--- src/sv/wlvb_reduce.sv ---
// Shared modulo unit: restoring reduction, one shifted compare-subtract a cycle.
// Depends on nothing; the top level feeds it addresses and slot numbers.
`default_nettype none

module wlvb_reduce #(
  parameter int unsigned VAL_W = 12,
  parameter int unsigned DIV_W = 11,
  parameter int unsigned STEPS = 9
) (
  input  logic             clk_i,
  input  logic             rst_ni,
  input  logic             start_i,
  input  logic [VAL_W-1:0] value_i,
  input  logic [DIV_W-1:0] divisor_i,
  output logic             done_o,
  output logic [VAL_W-1:0] result_o
);

  localparam int unsigned SH_W  = (STEPS > 1) ? $clog2(STEPS) : 1;
  localparam int unsigned CMP_W = (DIV_W + STEPS > VAL_W) ? DIV_W + STEPS : VAL_W;

  logic             busy_q, busy_d;
  logic [VAL_W-1:0] v_q, v_d;
  logic [DIV_W-1:0] d_q, d_d;
  logic [SH_W-1:0]  sh_q, sh_d;
  logic [CMP_W-1:0] cand;
  logic [CMP_W-1:0] v_ext;
  logic [VAL_W-1:0] v_step;

  // The value always stays below divisor << (sh + 1), so after the last
  // step it is below the divisor.
  always_comb begin
    cand   = CMP_W'(d_q) << sh_q;
    v_ext  = CMP_W'(v_q);
    v_step = (v_ext >= cand) ? VAL_W'(v_ext - cand) : v_q;
  end

  assign done_o   = busy_q && (sh_q == '0);
  assign result_o = v_step;

  always_comb begin
    busy_d = busy_q;
    v_d    = v_q;
    d_d    = d_q;
    sh_d   = sh_q;
    if (start_i) begin
      busy_d = 1'b1;
      v_d    = value_i;
      d_d    = divisor_i;
      sh_d   = SH_W'(STEPS - 1);
    end else if (busy_q) begin
      v_d  = v_step;
      sh_d = sh_q - SH_W'(1);
      if (sh_q == '0) begin
        busy_d = 1'b0;
      end
    end
  end

  always_ff @(posedge clk_i or negedge rst_ni) begin
    if (!rst_ni) begin
      busy_q <= 1'b0;
    end else begin
      busy_q <= busy_d;
    end
  end

  always_ff @(posedge clk_i) begin
    v_q  <= v_d;
    d_q  <= d_d;
    sh_q <= sh_d;
  end

endmodule

`default_nettype wire

--- config.mk ---
export PLATFORM = sky130hd
export DESIGN_NAME = wlvb_reduce
export DESIGN_NICKNAME = d
export VERILOG_FILES = /design/src/sv/wlvb_reduce.sv
export SDC_FILE = /design/constraint.sdc
export NUM_CORES = 1
export LEC_CHECK = 0
export ABC_AREA = 1
export BUFFER_PORTS_ARGS = -buffer_cell sky130_fd_sc_hd__buf_2
export CAP_MARGIN = 10
export CORE_ASPECT_RATIO = 0.8
export CORE_UTILIZATION = 35
export DETAILED_ROUTE_END_ITERATION = 16
export PLACE_DENSITY = 0.56
export SLEW_MARGIN = 20
export SYNTH_ARGS = -nofsm -noshare
export SYNTH_HDL_FRONTEND = slang
export SYNTH_SLANG_ARGS = --single-unit
--- constraint.sdc ---
create_clock -name clk_i -period 8.6 [get_ports clk_i]
set_input_delay 1.72 -clock clk_i [delete_from_list [all_inputs] [get_ports clk_i]]
set_output_delay 1.72 -clock clk_i [all_outputs]
set_load 0.005 [all_outputs]
==> results of run 1 <==
-- final timing paths --
path / start / depth (start not counted) / endpoint
max: sh_q[0] / 17 / result_o[0]
min: busy_q / 1 / sh_q[1]
max reg2reg: sh_q[0] / 17 / v_q[0]
min reg2reg: busy_q / 1 / sh_q[1]
max in group asynchronous: rst_ni / 1 / busy_q
min in group asynchronous: rst_ni / 1 / busy_q
-- metal layers --
| metal | wire length [um] | up-vias | part of all wire [%] |
|---|---|---|---|
| met5 | 0 | - | 0 |
| li1 | - | 1230 | - |
| met1 | 3380 | 1038 | 55 |
| met2 | 2430 | 78 | 40 |
| met3 | 291 | 2 | 4.7 |
| met4 | 28 | 0 | 0.46 |
-- Yosys cell counts, types with 3 or more instances --
cell type	count	area, um^2
sky130_fd_sc_hd__buf_6	6	67.6
sky130_fd_sc_hd__nor2_1	13	48.8
sky130_fd_sc_hd__dfxtp_1	4	80.1
sky130_fd_sc_hd__nand3_1	56	280
sky130_fd_sc_hd__edfxtp_1	23	691
sky130_fd_sc_hd__nand3_2	3	30.0
sky130_fd_sc_hd__xor2_1	5	43.8
sky130_fd_sc_hd__o21ai_0	15	75.1
sky130_fd_sc_hd__and2_1	12	75.1
sky130_fd_sc_hd__nand4_1	3	18.8
sky130_fd_sc_hd__nand2_4	4	45.0
sky130_fd_sc_hd__nand2_1	105	394
sky130_fd_sc_hd__xnor2_1	4	35.0
sky130_fd_sc_hd__buf_2	3	15.0
sky130_fd_sc_hd__inv_1	39	146
sky130_fd_sc_hd__a21oi_1	9	45.0
sky130_fd_sc_hd__nand2_2	14	87.6
sky130_fd_sc_hd__a31oi_1	3	18.8
sky130_fd_sc_hd__o21ai_1	4	20.0
sky130_fd_sc_hd__ha_1	13	163
-- sequential cells by signal, indices dropped and copies added, names as in the netlist --
register / flops
sh_q: 4
busy_q: 1
v_q: 12
d_q: 11
-- logic make-up (layout without fill, tap and decap cells) --
| kind of cell | Yosys count | count (layout) | synth area share [%] |
|---|---|---|---|
| AND/OR/NAND/NOR | 216 | 216 | 39.8 |
| buffers and inverters | 55 | 83 | 11.0 |
| AO/OA/AOI/OAI | 36 | 36 | 7.70 |
| flip-flops | 28 | 28 | 31.2 |
| adder cells (fa/ha/maj) | 14 | 14 | 7.16 |
| XOR/XNOR | 9 | 9 | 3.09 |
-- metrics by stage --
step	power, W	hold WS (ns)
finish	0.00113	0.567
global route	0.00127	0.586
CTS	0.00113	0.565
detailed placement	0.00101	0.557
global placement	0.00103	0.550
floorplan	0.000861	0.499
-- final cells by class --
class	instances	area, um^2	share of cell area (%)
multi-input cells	275	1470	52.7
well taps	87	109	3.89
flip-flops and latches	28	796	28.5
clock buffers	3	41.3	1.48
clock inverters	1	30.0	1.07
repair buffers	38	190	6.80
inverters	41	156	5.59
-- where the power goes --
group          total, W  switching [W]  internal, W
combinational  0.000774       0.000487     0.000287
sequential     0.000243      0.0000508     0.000193
clock          0.000110      0.0000474    0.0000624
==> results.md, run 1 <==
- The flow ran to the end, and the final reports show no timing, DRC or antenna violations.
- The number of global-route vias before repair was 2164.
- The sort of element at the start of the critical path is a flip-flop.
- The CTS tree is yes.
- The setup-violating endpoint count in the final report is 0.
- The maximum buffer depth of the clock tree is 2.
- The die span in y is 78.4 um.
- Global routing consumed, on the met1 layer, 25.6% of the routing resources.
- The number of buffers and inverters on the critical path is 4.
- Global routing consumed, on the met3 layer, 2.76% of the routing resources.
- The worst setup path is of the flip-flop to output port kind.
- The clock slew at the register clock pins of the worst setup and hold paths is 0.11 ns.
- The slack of the critical path is 3.00 ns.
- The synthesized cell area is 2550 um^2.
- For the worst setup path, the data required time is 6.88 ns.
- The first global-routing pass estimated 10300 um of wire.
- The final route contains 2348 vias.
- The sequential cell area fraction in the yosys report is 31.2%.
- The tool flagged a number of max-cap violations equal to 0.
- The filler cell count in the final layout is 705.
- Global routing finished with a remaining overflow of 0.
- The post-cts repair resize count is 0.
- From synthesis to final layout, the design area changed by 9.61%.
- The maximum vdd ir drop is 0.000141 V.
- The signal on the critical path passes through inv_4, nand2_4, nand3_1, nand3_1, nand2_1, o21ai_0, ha_1, inv_1, o21ai_0, inv_1, o21ai_0, a21oi_1, nand3_1, nand2_4, nand2_1, and2_1, buf_2.
- The pin slew with the least headroom to its limit is 0.664 ns.
- Summed over all layers, the routed wires come to 6130 um.
- In the layout the commonest cells are sky130_fd_sc_hd__nand2_1 (105), sky130_fd_sc_hd__nand3_1 (56), sky130_fd_sc_hd__inv_1 (39).
- The floorplan step defined a die boundary enclosing 7640 um^2.
- Global routing used 16.7% of the available tracks.
- Clock latency on the worst-skew pair, taken at its later pin, is 0.29 ns.
- The most common library cell in the layout ignoring fill and taps is sky130_fd_sc_hd__nand2_1.
- In this run, the number of DRC markers left after iteration 0 of detailed routing was 191.
- Setup repair after global routing left no endpoint under its margin.
- The count of TritonRoute iterations in the first routing pass is 5.
- The root cell of the clock tree is sky130_fd_sc_hd__clkbuf_8.
- The floorplan has 27 rows.
- The maximum number of pins on one net before global-route repair is 27.
- The setup check on the worst reg-to-reg path leaves a slack of 4.89 ns.
- The total of warnings raised by yosys is 0.
- TritonCTS created 3 clock buffers.
- Once detail routing completed, the nets flagged for antenna violations numbered 0.
- The worst path in the final design needs a cycle of 5.60 ns, including I/O delays and setup.
- The post-place instance area is 2730 um^2.
- The final worst-path cycle share is 65.1%.
- The fmax is 0.179 GHz.
- After detailed placement, the design holds a cell count of 469.
- The total number of H-tree levels is 1.
- The layout net count is 427.
- In this run the most used layer during global routing was met1.
- Once the floorplan was initialized, standard cells occupied 36.7% of the core.
- The max-slew violation total from the final report came to 0.
- For this run, global-route usage on met2 was measured as 24.9%.
- The largest fanout of any net on the critical path is 17.
- The half-perimeter wire length after detailed placement is 4660 um.
- Of all flip-flops after synthesis, the portion carrying an async set or reset was 3.57%.
- For this run, the slowest stage of the critical path takes 0.74 ns.
- 39 I/O pins were placed.
- The leakage dissipation is 1.40 nW.
- Buffers added to address setup during post-CTS repair amount to 0.
- The repair_antennas step left the layout with diodes totalling 0.
- In the final timing run, aggregate negative setup slack is 0 ns.
- After detailed routing, the number of vias per cell comes to 4.96.
- The number of antenna violations at the first check in global routing is 0.
- After synthesis the netlist holds a flip-flop and latch count of 28.
- The worst slew slack as a fraction of its limit is 55.6%.
- Dividing total power by cell area gives a power density of 403 nW/um^2.
- STA classifies the critical path endpoint as an output port.
- The clock sink total is 28.
- In the synthesized netlist the dominant register cell turns out to be sky130_fd_sc_hd__edfxtp_1.
- The count of endpoints failing hold in the final timing report was 0.
- In the routed design, unresolved DRC markers number 0.
- After floorplanning, the core was sized to cover 6960 um^2.
- The number of nets in the synthesized netlist is 398.
- The share of post-route cells with drive strength above 1 is 17.4%.
- For this design, the slowest cell found on the critical path is sky130_fd_sc_hd__dfxtp_1.
- The final core utilization is 40.2%.
- Hold repair after CTS inserted 0 buffers.
- The gate count after technology mapping is 358.
- The average wire per cell in the routed design is 13.0 um.
- After routing the design area is 2800 um^2.
- STA puts the critical path data arrival time at 3.88 ns.
- The unique cell type count in the Yosys netlist is 35.
- The number of flops mapped to enable cells by yosys is 23.
- Leaving out filler cells and counting taps, the final layout contains 473.
- The cell type group with the largest total delay on the critical path is simple AND/OR/NAND/NOR gates.
- The average instance in the mapped netlist occupies 7.13 um^2.
- The type of the most critical hold path is flip-flop to flip-flop.
- At the placement stage, the worst setup path has a slack of 3.39 ns.
- The worst clock skew is 0.00756 ns.
- The die outline width is 97.5 um.
- At the end of routability-driven placement, the weighted congestion stood at 0.902.
- The port buffer count is 38.
No activity file was read; power rests on OpenSTA's default activity.
==> inputs of run 2 (changes only) <==
clock period = 5.6 ns   (was 8.6 ns; I/O delays follow)
==> results.md, run 2 (synthesis gave the netlist of run 1 again) <==
- The half-perimeter wire length after detailed placement came to 4840 um (+3.8%).
- The type of the most critical hold path is flip-flop to flip-flop.
- The count of endpoints failing hold in the final timing report was 0 (unchanged).
- The number of antenna cells inserted is 0 (unchanged).
- The row count came to 27 (unchanged).
- The area inside the core boundary is 6960 um^2 (unchanged).
- The combinational power share is 69.8% (+1.1 points).
- The first-pass GRT wire length was 10400 um (+0.33%).
- After layout, the minimum clock period comes to 5.12 ns.
- The setup-violating endpoint count in the final report was 0 (unchanged).
- The CTS tree is yes.
- The flip-flop count of the largest register after layout is 12 (unchanged).
- The flow ran to the end, and the final reports show no timing, DRC or antenna violations.
- The count of hold-fix buffers inserted at cts is 0 (unchanged).
- The post-CTS setup-driven buffer insertion count is 0 (unchanged).
- The die span in y is 78.4 um (unchanged).
- The starting DRC count in detailed routing is 172 (-9.9%).
- The CTS buffer count is 3 (unchanged).
- The largest register by flop count is v_q.
- The filler cell count in the final layout is 763 (+8.2%).
- The port buffer count is 38 (unchanged).
- The die outline width is 97.5 um (unchanged).
- The total buffers and inverters traversed by the critical path was 4 (unchanged).
- The worst setup path is launched from a flip-flop.
- The later-pin clock latency in the skew report is 0.28 ns (about the same).
- The die outline area is 7640 um^2 (unchanged).
- The worst clock skew is 0.00644 ns (-0.00112 ns).
- The switching part of the total power is 52.7% (+0.76 points).
- The growth of design area from synthesis to finish is 9.42%.
- The layout net count is 427 (unchanged).
- Clock tree synthesis selected as its root buffer the cell sky130_fd_sc_hd__clkbuf_8.
- The maximum buffer depth of the clock tree is 2 (unchanged).
- The clock sink total came to 28 (unchanged).
- The power per standard cell area is 618 nW/um^2 (+53%).
- The required arrival time at the worst endpoint is 4.48 ns (-2.40 ns).
- The total via count after detailed routing is 2319 (-1.2%).
- The total global routing track utilization came to 16.7% (+0.042 points).
- Broken down by cell family, the worst path's largest delay share belongs to simple AND/OR/NAND/NOR gates.
- The share of power burned in registers is 21.6% (about the same).
- In the layout the commonest cells are sky130_fd_sc_hd__nand2_1 (105), sky130_fd_sc_hd__nand3_1 (56), sky130_fd_sc_hd__inv_1 (39).
- The internal power contribution is 0.000817 W (+51%).
- The number of top-level pins was 39 (unchanged).
- The average wire per cell in the routed design is 13.2 um (+1.9%).
- The clock group share of total power is 8.6% (-1.1 points).
- The total number of H-tree levels is 1 (unchanged).
- The maximum number of pins on one net before global-route repair was 27 (unchanged).
- The maximum vdd ir drop is 0.000225 V (+60%).
- The delay of the slowest critical-path stage is 0.73 ns (about the same).
- The largest fanout of any net on the critical path is 17 (unchanged).
- The overall power consumption was 0.00173 W (+53%).
- The mean number of vias per cell was 4.90 (-1.2%).
- The number of max-cap violations was 0 (unchanged).
- After layout, the worst path uses 91.4% of the clock period.
- The starting density of the core is 36.7% (unchanged).
- The data arrival time at the worst-slack endpoint is 4.00 ns (+0.12 ns).
- The clock slew at the register clock pins of the worst setup and hold paths is 0.10 ns (about the same).
- The classification of the worst setup path is flip-flop to output port.
- The final routed DRC violation total came to 0 (unchanged).
- The switching power summed over all nets is 0.000909 W (+55%).
- The total negative setup slack is 0 ns (unchanged).
- The number of antenna violations at the first check in global routing came to 0 (unchanged).
- The worst slew slack as a fraction of its limit is 56.8% (+1.2 points).
- The global placer's final weighted congestion is 0.902 (about the same).
- Among all stages on the critical path, the largest delay is contributed by sky130_fd_sc_hd__dfxtp_1.
- The kind of end point of the critical path is an output port.
- The leakage dissipation is 1.40 nW (-0.13%).
- The post-cts repair resize count is 0 (unchanged).
- The number of nets with antenna violations after detailed routing was 0 (unchanged).
- The largest registers in the layout are v_q: 12 flops, d_q: 11 flops, sh_q: 4 flops.
- The pin slew with the least headroom to its limit was 0.647 ns (-0.0172 ns).
- The share of post-route cells with drive strength above 1 is 17.4% (unchanged).
- The count of TritonRoute iterations in the first routing pass is 4 (-1).
- The fmax is 0.195 GHz.
- The signal on the critical path passes through inv_4, nand2_4, nand3_1, nand3_1, nand2_1, o21ai_0, ha_1, inv_1, o21ai_0, inv_1, o21ai_0, a21oi_1, nand3_1, nand2_4, nand2_1, and2_1, buf_2.
- The number of global-route vias before repair is 2165 (+0.046%).
- The final wirelength is 6240 um (+1.9%).
- The max-slew violation total from the final report is 0 (unchanged).
- The most common library cell in the layout ignoring fill and taps is sky130_fd_sc_hd__nand2_1.
- The remaining global-route overflow is 0 (unchanged).
- Setup repair after global routing left no endpoint under its margin.
## run 2: cell count changes in the layout (fill, tap and decap cells not counted)
cell / before / now
sky130_fd_sc_hd__clkbuf_16: 0 / 1
sky130_fd_sc_hd__bufinv_16: 1 / 0
## run 2: final timing paths
path	start	slack, ns	endpoint	depth (start not counted)
max in group asynchronous	rst_ni	4.92	busy_q	1
setup / recovery	sh_q[0]	0.48	result_o[0]	17
setup reg to reg	sh_q[0]	1.76	v_q[0]	17
hold / removal	busy_q	0.57	sh_q[1]	1
hold reg to reg	busy_q	0.57	sh_q[1]	1
min in group asynchronous	rst_ni	0.59	busy_q	1
## run 2: power groups by stage
| stage | combinational (W) | clock, W | sequential [W] |
|---|---|---|---|
| 2_1_floorplan | 0.000993 | 0 | 0.000329 |
| 3_3_place_gp | 0.00120 | 0 | 0.000375 |
| 3_5_place_dp | 0.00118 | 0 | 0.000379 |
| 4_1_cts | 0.00119 | 0.000155 | 0.000373 |
| 5_1_grt | 0.00138 | 0.000162 | 0.000384 |
| 6_report | 0.00121 | 0.000148 | 0.000373 |
## run 2: metal layers
| metal | part of all wire, % | track usage [%] | vias up | wire length, um |
|---|---|---|---|---|
| li1 | - | - | 1229 | - |
| met1 | 55 | 26.2 | 1026 | 3450 |
| met2 | 40 | 24.5 | 62 | 2490 |
| met3 | 4.3 | 1.78 | 2 | 266 |
| met4 | 0.62 | 3.38 | 0 | 39 |
| met5 | 0 | 0 | - | 0 |
## run 2: layout make-up
type	count	area [um^2]	area share [%]
tap	87	109	3.90
sequential	28	796	28.5
multi-input combinational	275	1470	52.8
inverter	41	156	5.60
timing repair buffer	38	190	6.81
clock buffer	4	66.3	2.38
## run 2: metrics by stage
step / worst slack (ns) / hold slack, ns / std cells / utilization, % / instance area [um^2]
final: 0.480 / 0.572 / 473 / 40.1 / 2790
after global routing: 0.129 / 0.576 / 473 / 40.1 / 2790
after CTS: 0.524 / 0.573 / 473 / 40.1 / 2790
after detailed placement: 0.858 / 0.568 / 469 / 39.2 / 2730
after global placement: 0.934 / 0.550 / 469 / 39.2 / 2730
after floorplan: 2.07 / 0.499 / 358 / - / 2550
