## config.mk

```make
export PLATFORM = sky130hd
export DESIGN_NAME = wlvb_vote
export DESIGN_NICKNAME = d
export VERILOG_FILES = /design/src/sv/wlvb_pkg.sv /design/src/sv/wlvb_vote.sv
export SDC_FILE = /design/constraint.sdc
export NUM_CORES = 1
export LEC_CHECK = 0
export ABC_AREA = 0
export BUFFER_PORTS_ARGS = -buffer_cell sky130_fd_sc_hd__buf_2
export CAP_MARGIN = 20
export CORE_MARGIN = 4
export CORE_UTILIZATION = 55
export CTS_BUF_LIST = sky130_fd_sc_hd__clkbuf_8
export DETAILED_ROUTE_END_ITERATION = 12
export GPL_TIMING_DRIVEN = 0
export HOLD_SLACK_MARGIN = 0.02
export PLACE_DENSITY = 0.76
export SKIP_LAST_GASP = 1
export SYNTH_ARGS = -nofsm -noshare
export SYNTH_HDL_FRONTEND = slang
export SYNTH_SLANG_ARGS = --single-unit
export TNS_END_PERCENT = 5
```

## constraint.sdc

```tcl
create_clock -name clk_i -period 6.7 [get_ports clk_i]
set_input_delay 1.675 -clock clk_i [delete_from_list [all_inputs] [get_ports clk_i]]
set_output_delay 1.675 -clock clk_i [all_outputs]
set_load 0.01 [all_outputs]
```

## src/sv/wlvb_pkg.sv

```systemverilog
// Shared types and constants of the wear-leveled voting byte store.
// Depends on nothing; wlvb_if, wlvb_vote and the top level import it.
`default_nettype none

package wlvb_pkg;

  localparam int unsigned MAX_SLOTS  = 256;
  localparam int unsigned MAX_COPIES = 8;

  localparam int unsigned BYTE_W     = 8;
  localparam int unsigned SLOT_W     = 8;
  localparam int unsigned CNT_W      = 9;
  localparam int unsigned BASE_W     = 10;
  localparam int unsigned COPY_W     = 4;
  localparam int unsigned COPY_IDX_W = $clog2(MAX_COPIES);
  localparam int unsigned CMD_W      = 2;
  localparam int unsigned STAT_W     = 2;
  localparam int unsigned CFG_IDX_W  = 3;
  localparam int unsigned CFG_DATA_W = 10;

  // The modulo unit takes one restoring step per cycle.
  localparam int unsigned RED_STEPS = 9;
  localparam int unsigned RED_W     = 12;

  typedef enum logic [CMD_W-1:0] {
    CMD_FORMAT  = 2'd0,
    CMD_RECOVER = 2'd1,
    CMD_READ    = 2'd2,
    CMD_WRITE   = 2'd3
  } cmd_e;

  localparam logic [STAT_W-1:0] STAT_OK          = 2'd0;
  localparam logic [STAT_W-1:0] STAT_NO_MAJORITY = 2'd1;
  localparam logic [STAT_W-1:0] STAT_FORMATTED   = 2'd2;

  localparam logic [CFG_IDX_W-1:0] REG_SLOT_COUNT   = 3'd0;
  localparam logic [CFG_IDX_W-1:0] REG_BASE_ADDRESS = 3'd1;
  localparam logic [CFG_IDX_W-1:0] REG_COPIES       = 3'd2;
  localparam logic [CFG_IDX_W-1:0] REG_EMPTY_CODE   = 3'd3;
  localparam logic [CFG_IDX_W-1:0] REG_ERROR_CODE   = 3'd4;

  localparam logic [CNT_W-1:0]  RST_SLOT_COUNT   = 9'd16;
  localparam logic [BASE_W-1:0] RST_BASE_ADDRESS = 10'd0;
  localparam logic [COPY_W-1:0] RST_COPIES       = 4'd3;
  localparam logic [BYTE_W-1:0] RST_EMPTY_CODE   = 8'd255;
  localparam logic [BYTE_W-1:0] RST_ERROR_CODE   = 8'd254;
  localparam logic [BYTE_W-1:0] ERASED_BYTE      = 8'hFF;

  typedef struct packed {
    logic                  load;
    logic [COPY_IDX_W-1:0] load_idx;
    logic [BYTE_W-1:0]     load_data;
    logic                  start;
    logic [COPY_W-1:0]     copies;
  } vote_ctrl_t;

  typedef struct packed {
    logic              done;
    logic              ok;
    logic [BYTE_W-1:0] value;
  } vote_rsp_t;

endpackage

`default_nettype wire

```

## src/sv/wlvb_vote.sv

```systemverilog
// Majority voter: holds the copies of one slot and tests one candidate a cycle.
// Depends on wlvb_pkg for the control and response structs.
`default_nettype none

module wlvb_vote import wlvb_pkg::*; (
  input  logic       clk_i,
  input  logic       rst_ni,
  input  vote_ctrl_t ctrl_i,
  output vote_rsp_t  rsp_o
);

  logic [BYTE_W-1:0]     cpy_q [MAX_COPIES];
  logic [BYTE_W-1:0]     cpy_d [MAX_COPIES];
  logic [MAX_COPIES-1:0] live_q, live_d;
  logic [COPY_W-1:0]     cop_q, cop_d;
  logic                  busy_q, busy_d;
  logic [COPY_W-1:0]     match_cnt;
  logic [COPY_W-1:0]     need;
  logic                  single;
  logic                  win;
  logic                  lose;
  logic                  fin;

  // The candidate always sits in entry 0; live marks the entries that still hold copies.
  always_comb begin
    match_cnt = '0;
    for (int j = 1; j < MAX_COPIES; j++) begin
      if (live_q[j] && (cpy_q[j] == cpy_q[0])) begin
        match_cnt = match_cnt + COPY_W'(1);
      end
    end
    need   = (cop_q >> 1) + COPY_W'(1);
    single = (cop_q == COPY_W'(1));
    win    = single || (live_q[1] && ((match_cnt + COPY_W'(1)) >= need));
    lose   = !single && !live_q[1];
    fin    = busy_q && (win || lose);
  end

  assign rsp_o.done  = fin;
  assign rsp_o.ok    = win;
  assign rsp_o.value = cpy_q[0];

  always_comb begin
    busy_d = busy_q;
    live_d = live_q;
    cop_d  = cop_q;
    for (int j = 0; j < MAX_COPIES; j++) begin
      cpy_d[j] = cpy_q[j];
      if (busy_q && !fin && (j < MAX_COPIES - 1)) begin
        cpy_d[j] = cpy_q[j+1];
      end
      if (ctrl_i.load && (ctrl_i.load_idx == COPY_IDX_W'(j))) begin
        cpy_d[j] = ctrl_i.load_data;
      end
    end
    if (ctrl_i.start) begin
      busy_d = 1'b1;
      cop_d  = ctrl_i.copies;
      for (int j = 0; j < MAX_COPIES; j++) begin
        live_d[j] = (COPY_W'(j) < ctrl_i.copies);
      end
    end else if (fin) begin
      busy_d = 1'b0;
    end else if (busy_q) begin
      live_d = live_q >> 1;
    end
  end

  always_ff @(posedge clk_i or negedge rst_ni) begin
    if (!rst_ni) begin
      busy_q <= 1'b0;
    end else begin
      busy_q <= busy_d;
    end
  end

  always_ff @(posedge clk_i) begin
    cpy_q  <= cpy_d;
    live_q <= live_d;
    cop_q  <= cop_d;
  end

endmodule

`default_nettype wire

```

==> results of run 1 <==
report_power, final:
part	internal, mW	total [mW]	switching, mW	leakage [nW]
Combinational	0.269	0.532	0.262	1.21
Sequential	0.660	0.728	0.0681	0.733
Clock	0.243	0.411	0.168	0.119
through the flow:
stage / setup WS, ns / instances / cell area [um2] / util [%]
CTS: -0.476 / 522 / 5400 / 66.0
floorplan: 0.0268 / 357 / 4610 / -
detailed placement: -0.780 / 490 / 4880 / 59.7
finish: -0.406 / 526 / 5510 / 67.4
global route: -0.691 / 526 / 5510 / 67.4
global placement: -0.658 / 488 / 4870 / 59.6
metal layers:
| layer | share of wire [%] | GRT usage (%) | vias to the layer above |
|---|---|---|---|
| li1 | - | - | 1418 |
| met1 | 44 | 26.9 | 1410 |
| met2 | 52 | 34.7 | 42 |
| met3 | 2.8 | 3.37 | 8 |
| met4 | 1.2 | 5.36 | 0 |
| met5 | 0 | 0 | - |
sequential cells by signal, indices dropped and copies added (netlist names):
| register | count |
|---|---|
| rsp_o | 8 |
| live_q | 7 |
| busy_q | 1 |
| cpy_q | 56 |
| cop_q | 4 |
worst paths after layout:
kind | startpoint | to | slack [ns] | depth (start not counted)
setup / recovery | rsp_o[1]$_DFFE_PP_ | rsp_o[9] | -0.41 | 27
hold / removal | cpy_q[20]$_DFFE_PP_ | cpy_q[28]$_DFFE_PP_ | 0.61 | 1
setup reg to reg | rsp_o[1]$_DFFE_PP_ | cpy_q[52]$_DFFE_PP_ | 0.18 | 35
hold reg to reg | cpy_q[20]$_DFFE_PP_ | cpy_q[28]$_DFFE_PP_ | 0.61 | 1
max in group asynchronous | rst_ni | busy_q$_DFFE_PN0P_ | 5.53 | 1
min in group asynchronous | rst_ni | busy_q$_DFFE_PN0P_ | 1.09 | 1
area by class of cell:
| cell class | instances | area share (%) |
|---|---|---|
| buffer | 20 | 3.00 |
| inverter | 11 | 0.749 |
| sequential | 76 | 41.3 |
| tap | 105 | 2.38 |
| clock inverter | 7 | 1.93 |
| multi-input combinational | 248 | 42.6 |
| timing repair buffer | 50 | 5.74 |
| clock buffer | 9 | 2.25 |
worst reg2reg max path, delay by kind of cell (launching register included):
| kind | cells | cell delay (ns) |
|---|---|---|
| adder cells (fa/ha/maj) | 5 | 1.32 |
| XOR/XNOR | 3 | 0.47 |
| flip-flops | 1 | 0.42 |
| buffers and inverters | 11 | 1.05 |
| AO/OA/AOI/OAI | 5 | 0.82 |
| AND/OR/NAND/NOR | 11 | 2.11 |
repair_timing:
item | 4_1_cts | 5_1_grt
setup endpoints to repair | 2 | 66
gates cloned | 0 | 0
hold buffers | 0 | 0
resized for setup | 33 | 20
pin swaps | 21 | 14
buffers inserted | 18 | 3
cells in the final DEF (no fill, tap or decap), types with 6 or more instances in the layout:
| cell | count |
|---|---|
| edfxtp_1 | 75 |
| mux2_2 | 56 |
| xnor2_1 | 32 |
| buf_2 | 28 |
| buf_4 | 27 |
| xor2_1 | 19 |
| xnor2_2 | 14 |
| nand2_1 | 12 |
| buf_6 | 11 |
| nor2_1 | 11 |
| clkbuf_8 | 9 |
| nor3_1 | 8 |
| nand3_1 | 8 |
| inv_1 | 8 |
| nand2b_1 | 8 |
| a21oi_1 | 8 |
| ha_1 | 6 |
logic make-up after synthesis:
group / synth area share [%]
AND/OR/NAND/NOR: 10.8
flip-flops: 49.6
XOR/XNOR: 14.2
multiplexers: 14.2
buffers and inverters: 4.74
AO/OA/AOI/OAI: 3.19
adder cells (fa/ha/maj): 3.27
==> reports/results.ini, run 1 <==
[run_status]
status = finished, violations left
violations = setup timing

[final_layout]
nets = 447
ff_latch_area_mm2 = 0.00228
final_layout_size_suffix_gt1_share_pct = 44.9
areaGrowthSynthToFinish_pct = 20.0
nFillCells = 617
multiInputGateArea_mm2 = 0.00235
diodes = 0

[hold_path]
min_path_type = reg2reg

[logic_synthesis]
ys_warn_count = 0
synth_edf_count = 75
synth.distinct_cells = 44
synth_largest_area_cell = edfxtp_1
ys_seq_elements = 76
async_flop_share_pct = 1.32
synth_common_cells = edfxtp_1, mux2_2, xnor2_1
seq_area_frac_synth_pct = 49.6
synth.net_count = 388
synth_area_mm2 = 0.00459
syn_area_per_cell_um2 = 12.9
yosysMostFrequentCell = edfxtp_1
netlist_instances = 357
synth.top_cell.area_share_pct = 49.0
synth-main-ff-cell = edfxtp_1
synthTopCellsByArea = edfxtp_1, mux2_2, xnor2_1

[setup_path]
max_stage_delay_ns = 0.51
cp_num_buf_inv = 4
path_class = reg2out
cp.arrival_ns = 5.43
critPathTopFamily = simple AND/OR/NAND/NOR gates
cp-end-kind = output port
critPathSlowestCell = or4_4
cp_data_required_time_ns = 5.03
cp_max_fo = 3
startpoint_type = register
crit_path_frequent_cell = ha_4

[route]
via_per_inst = 5.47
drc = 0
ant_nets = 0
drtIter0Drc = 146
dr.pass1.iters = 4
wl_per_cell_um = 18.4
vias = 2878
routed_wl_um = 9700

[grt]
grt.total_usage_pct = 20.3
grt_max_degree = 13
grt_pass1_vias = 3051
antenna_found_initial = 0
grt_overflow = 0
grt_pass1_wl_um = 15500

[sta]
whs_ns = 0.608
hold_viol = 0
setup_ws_ns = -0.406
tns_ns = -0.710
rsz0062_at_grt = yes
period_minus_slack_ns = 7.11
final.period_utilization_pct = 106
clock_skew_ns = 0.00913
fmax_mhz = 141
worst_slew_pin_slew_ns = 0.833
setup_viol = 2
slew_headroom_pct = 44.3
drv_slew = 0

[die]
die_y_um = 99.4
die-width_um = 99.4
ioPinCount = 29
dieArea_mm2 = 0.00988
coreArea_mm2 = 0.00818
rows = 33
start_util_pct = 56.2

[clock_tree]
clockRootBuffer = clkbuf_8
clkSinkCount = 76
cts_buffers = 9
cts_tree = yes
insertion_delay_ns = 0.35
clk_pin_slew_ns = 0.08
cts_htree_levels = 3
clockBufferDepth = 2

[power_and_ir_drop]
power_mw = 1.67
leakage_nw = 2.06
powerDensity_mw_per_mm2 = 303
ir_worst_vdd_v = 0.000175

[placement]
dp_hpwl_um = 6900
portBuffers = 26
gp_congestion = 0.795

[flow_run]
maxCapViolCount = 0

Note: power is estimated with default switching activity, not from simulation.
==> inputs of run 2 (changes only) <==
--- a/config.mk
+++ b/config.mk
@@ -10,7 +10,6 @@
 export CAP_MARGIN = 20
 export CORE_MARGIN = 4
 export CORE_UTILIZATION = 55
-export CTS_BUF_LIST = sky130_fd_sc_hd__clkbuf_8
 export DETAILED_ROUTE_END_ITERATION = 12
 export GPL_TIMING_DRIVEN = 0
 export HOLD_SLACK_MARGIN = 0.02
==> run 2 against run 1 <==
Compared with the run above:
- clock skew about the same
- largest cell class unchanged
- cell count unchanged
- setup slack got worse by 0.0014 ns
- core utilization stayed put
- largest power group unchanged
- global-route usage stayed put
- the run still ends with setup timing left
- critical path type unchanged
- via count did not move
- die area unchanged
- count of clock-buffer cells in the layout up 1
- critical path depth unchanged
==> reports/results.ini, run 2 (synthesis gave the netlist of run 1 again) <==
[sta]
final.period_utilization_pct = 106  ; about the same
setup_ws_ns = -0.408  ; -0.00140 ns
setup_viol = 2  ; unchanged
worst_slew_pin_slew_ns = 0.829  ; -0.00362 ns
clock_skew_ns = 0.00881  ; -0.000323 ns
fmax_mhz = 141  ; about the same
rsz0062_at_grt = yes
drv_slew = 0  ; unchanged
tns_ns = -0.713  ; -0.00280 ns
period_minus_slack_ns = 7.11  ; +0.00140 ns
hold_viol = 0  ; unchanged
slew_headroom_pct = 44.5  ; +0.24 points

[setup_path]
r2r_start = rsp_o[1]$_DFFE_PP_
cp_data_required_time_ns = 5.03  ; about the same
cp.arrival_ns = 5.43  ; about the same
crit_start = rsp_o[1]$_DFFE_PP_
startpoint_type = register
cp-end-kind = output port
cp_max_fo = 3  ; unchanged
path_class = reg2out

[route]
wl_per_cell_um = 18.4  ; about the same
routed_wl_um = 9700  ; about the same
vias = 2878  ; unchanged
ant_nets = 0  ; unchanged
drc = 0  ; unchanged
dr.pass1.iters = 4  ; unchanged
drtIter0Drc = 146  ; unchanged
via_per_inst = 5.47  ; unchanged

[power_and_ir_drop]
ir_worst_vdd_v = 0.000176  ; +0.14%
leakage_nw = 2.06  ; -0.20%
powerDensity_mw_per_mm2 = 303  ; +0.12%
power_mw = 1.67  ; +0.12%

[final_layout]
largest_reg_flops = 56  ; unchanged
diodes = 0  ; unchanged
final_common_cell = edfxtp_1
final_layout_size_suffix_gt1_share_pct = 44.9  ; unchanged
final_cell_area_mm2 = 0.00551  ; unchanged
nets = 447  ; unchanged
layout.cells.non_filler = 526  ; unchanged
final_cell_mix = edfxtp_1, mux2_2, xnor2_1
top_register = cpy_q
final_core_util_pct = 67.4  ; unchanged
areaGrowthSynthToFinish_pct = 20.0  ; unchanged

[clock_tree]
clkSinkCount = 76  ; unchanged
clk_pin_slew_ns = 0.08  ; about the same
cts_htree_levels = 3  ; unchanged
clockBufferDepth = 2  ; unchanged
insertion_delay_ns = 0.35  ; about the same
cts_buffers = 9  ; unchanged
hold_buffers = 0  ; unchanged
cts_tree = yes
clockRootBuffer = clkbuf_8

[placement]
dp_cells = 490  ; unchanged
portBuffers = 26  ; unchanged
gp_congestion = 0.795  ; unchanged
postPlaceCellArea_mm2 = 0.00488  ; unchanged
dp_hpwl_um = 6900  ; unchanged

[die]
ioPinCount = 29  ; unchanged
dieArea_mm2 = 0.00988  ; unchanged
start_util_pct = 56.2  ; unchanged
rows = 33  ; unchanged
coreArea_mm2 = 0.00818  ; unchanged
die-width_um = 99.4  ; unchanged
die_y_um = 99.4  ; unchanged

[grt]
grt_max_degree = 13  ; unchanged
grt_pass1_vias = 3051  ; unchanged
grt_overflow = 0  ; unchanged
antenna_found_initial = 0  ; unchanged
grt.total_usage_pct = 20.3  ; unchanged
grt_pass1_wl_um = 15500  ; unchanged

[flow_run]
maxCapViolCount = 0  ; unchanged

[run_status]
status = finished, violations left
violations = setup timing

[hold_path]
min_path_type = reg2reg
min_from = cpy_q[20]$_DFFE_PP_

run 2: changes by cell type in the layout (fill, tap and decap cells not counted):
cell / previous run / this run
clkbuf_1: 4 / 5
inv_1: 8 / 7
run 2: timing repair:
item | CTS | global route
cloned | 0 | 0
pin swaps | 21 | 14
setup buffers | 18 | 3
endpoints found under the setup margin | 2 | 66
gates resized for setup | 33 | 20
run 2: per-layer routing:
metal  vias to the layer above  wire length [um]  GRT usage (%)
met4                         0               113           5.36
met1                      1416              4310           26.9
met3                         8               271           3.37
li1                       1417                 -              -
met5                         -                 0              0
met2                        37              5010           34.7
run 2: power breakdown:
part | total (mW) | switching (mW) | leakage, nW | internal, mW
logic | 0.532 | 0.262 | 1.21 | 0.269
registers | 0.728 | 0.0682 | 0.733 | 0.660
clock network | 0.413 | 0.168 | 0.115 | 0.245
total | 1.67 | 0.498 | 2.06 | 1.17
run 2: worst max-delay path, cell delays in order, from the launching register on:
cell	delay, ns
edfxtp_1	0.42
buf_6	0.15
xnor2_2	0.13
nand4_1	0.17
nor4_2	0.19
nand3_1	0.15
inv_2	0.09
ha_4	0.21
o31a_1	0.13
or2_4	0.25
ha_4	0.24
nand2_4	0.07
nand2_4	0.06
ha_4	0.30
nor2_4	0.04
a31oi_4	0.22
xnor2_2	0.08
ha_1	0.29
inv_2	0.04
or4_4	0.51
o32ai_4	0.22
xor2_1	0.25
ha_1	0.28
a21oi_2	0.16
o21ai_2	0.08
nor2_2	0.14
nor2b_2	0.08
buf_6	0.12
run 2: path summary, 6_finish.rpt:
kind	slack, ns	endpoint	cells after the start
setup / recovery	-0.41	rsp_o[9]	27
hold / removal	0.61	cpy_q[28]$_DFFE_PP_	1
setup reg to reg	0.18	cpy_q[52]$_DFFE_PP_	35
hold reg to reg	0.61	cpy_q[28]$_DFFE_PP_	1
max in group asynchronous	5.53	busy_q$_DFFE_PN0P_	1
min in group asynchronous	1.09	busy_q$_DFFE_PN0P_	1
run 2: layout make-up:
| class | instances | area (um2) |
|---|---|---|
| clock buffers | 10 | 128 |
| flip-flops and latches | 76 | 2280 |
| plain buffers | 20 | 165 |
| clock inverters | 6 | 103 |
| fillers | 617 | 2660 |
| multi-input cells | 248 | 2350 |
| inverters | 11 | 41.3 |
| well taps | 105 | 131 |
| repair buffers | 50 | 317 |
run 2: stage by stage:
stage          setup WS, ns  hold slack (ns)
3_3_place_gp         -0.658            0.581
6_report             -0.408            0.609
4_1_cts              -0.476            0.609
5_1_grt              -0.691            0.625
2_1_floorplan        0.0268            0.565
3_5_place_dp         -0.780            0.593
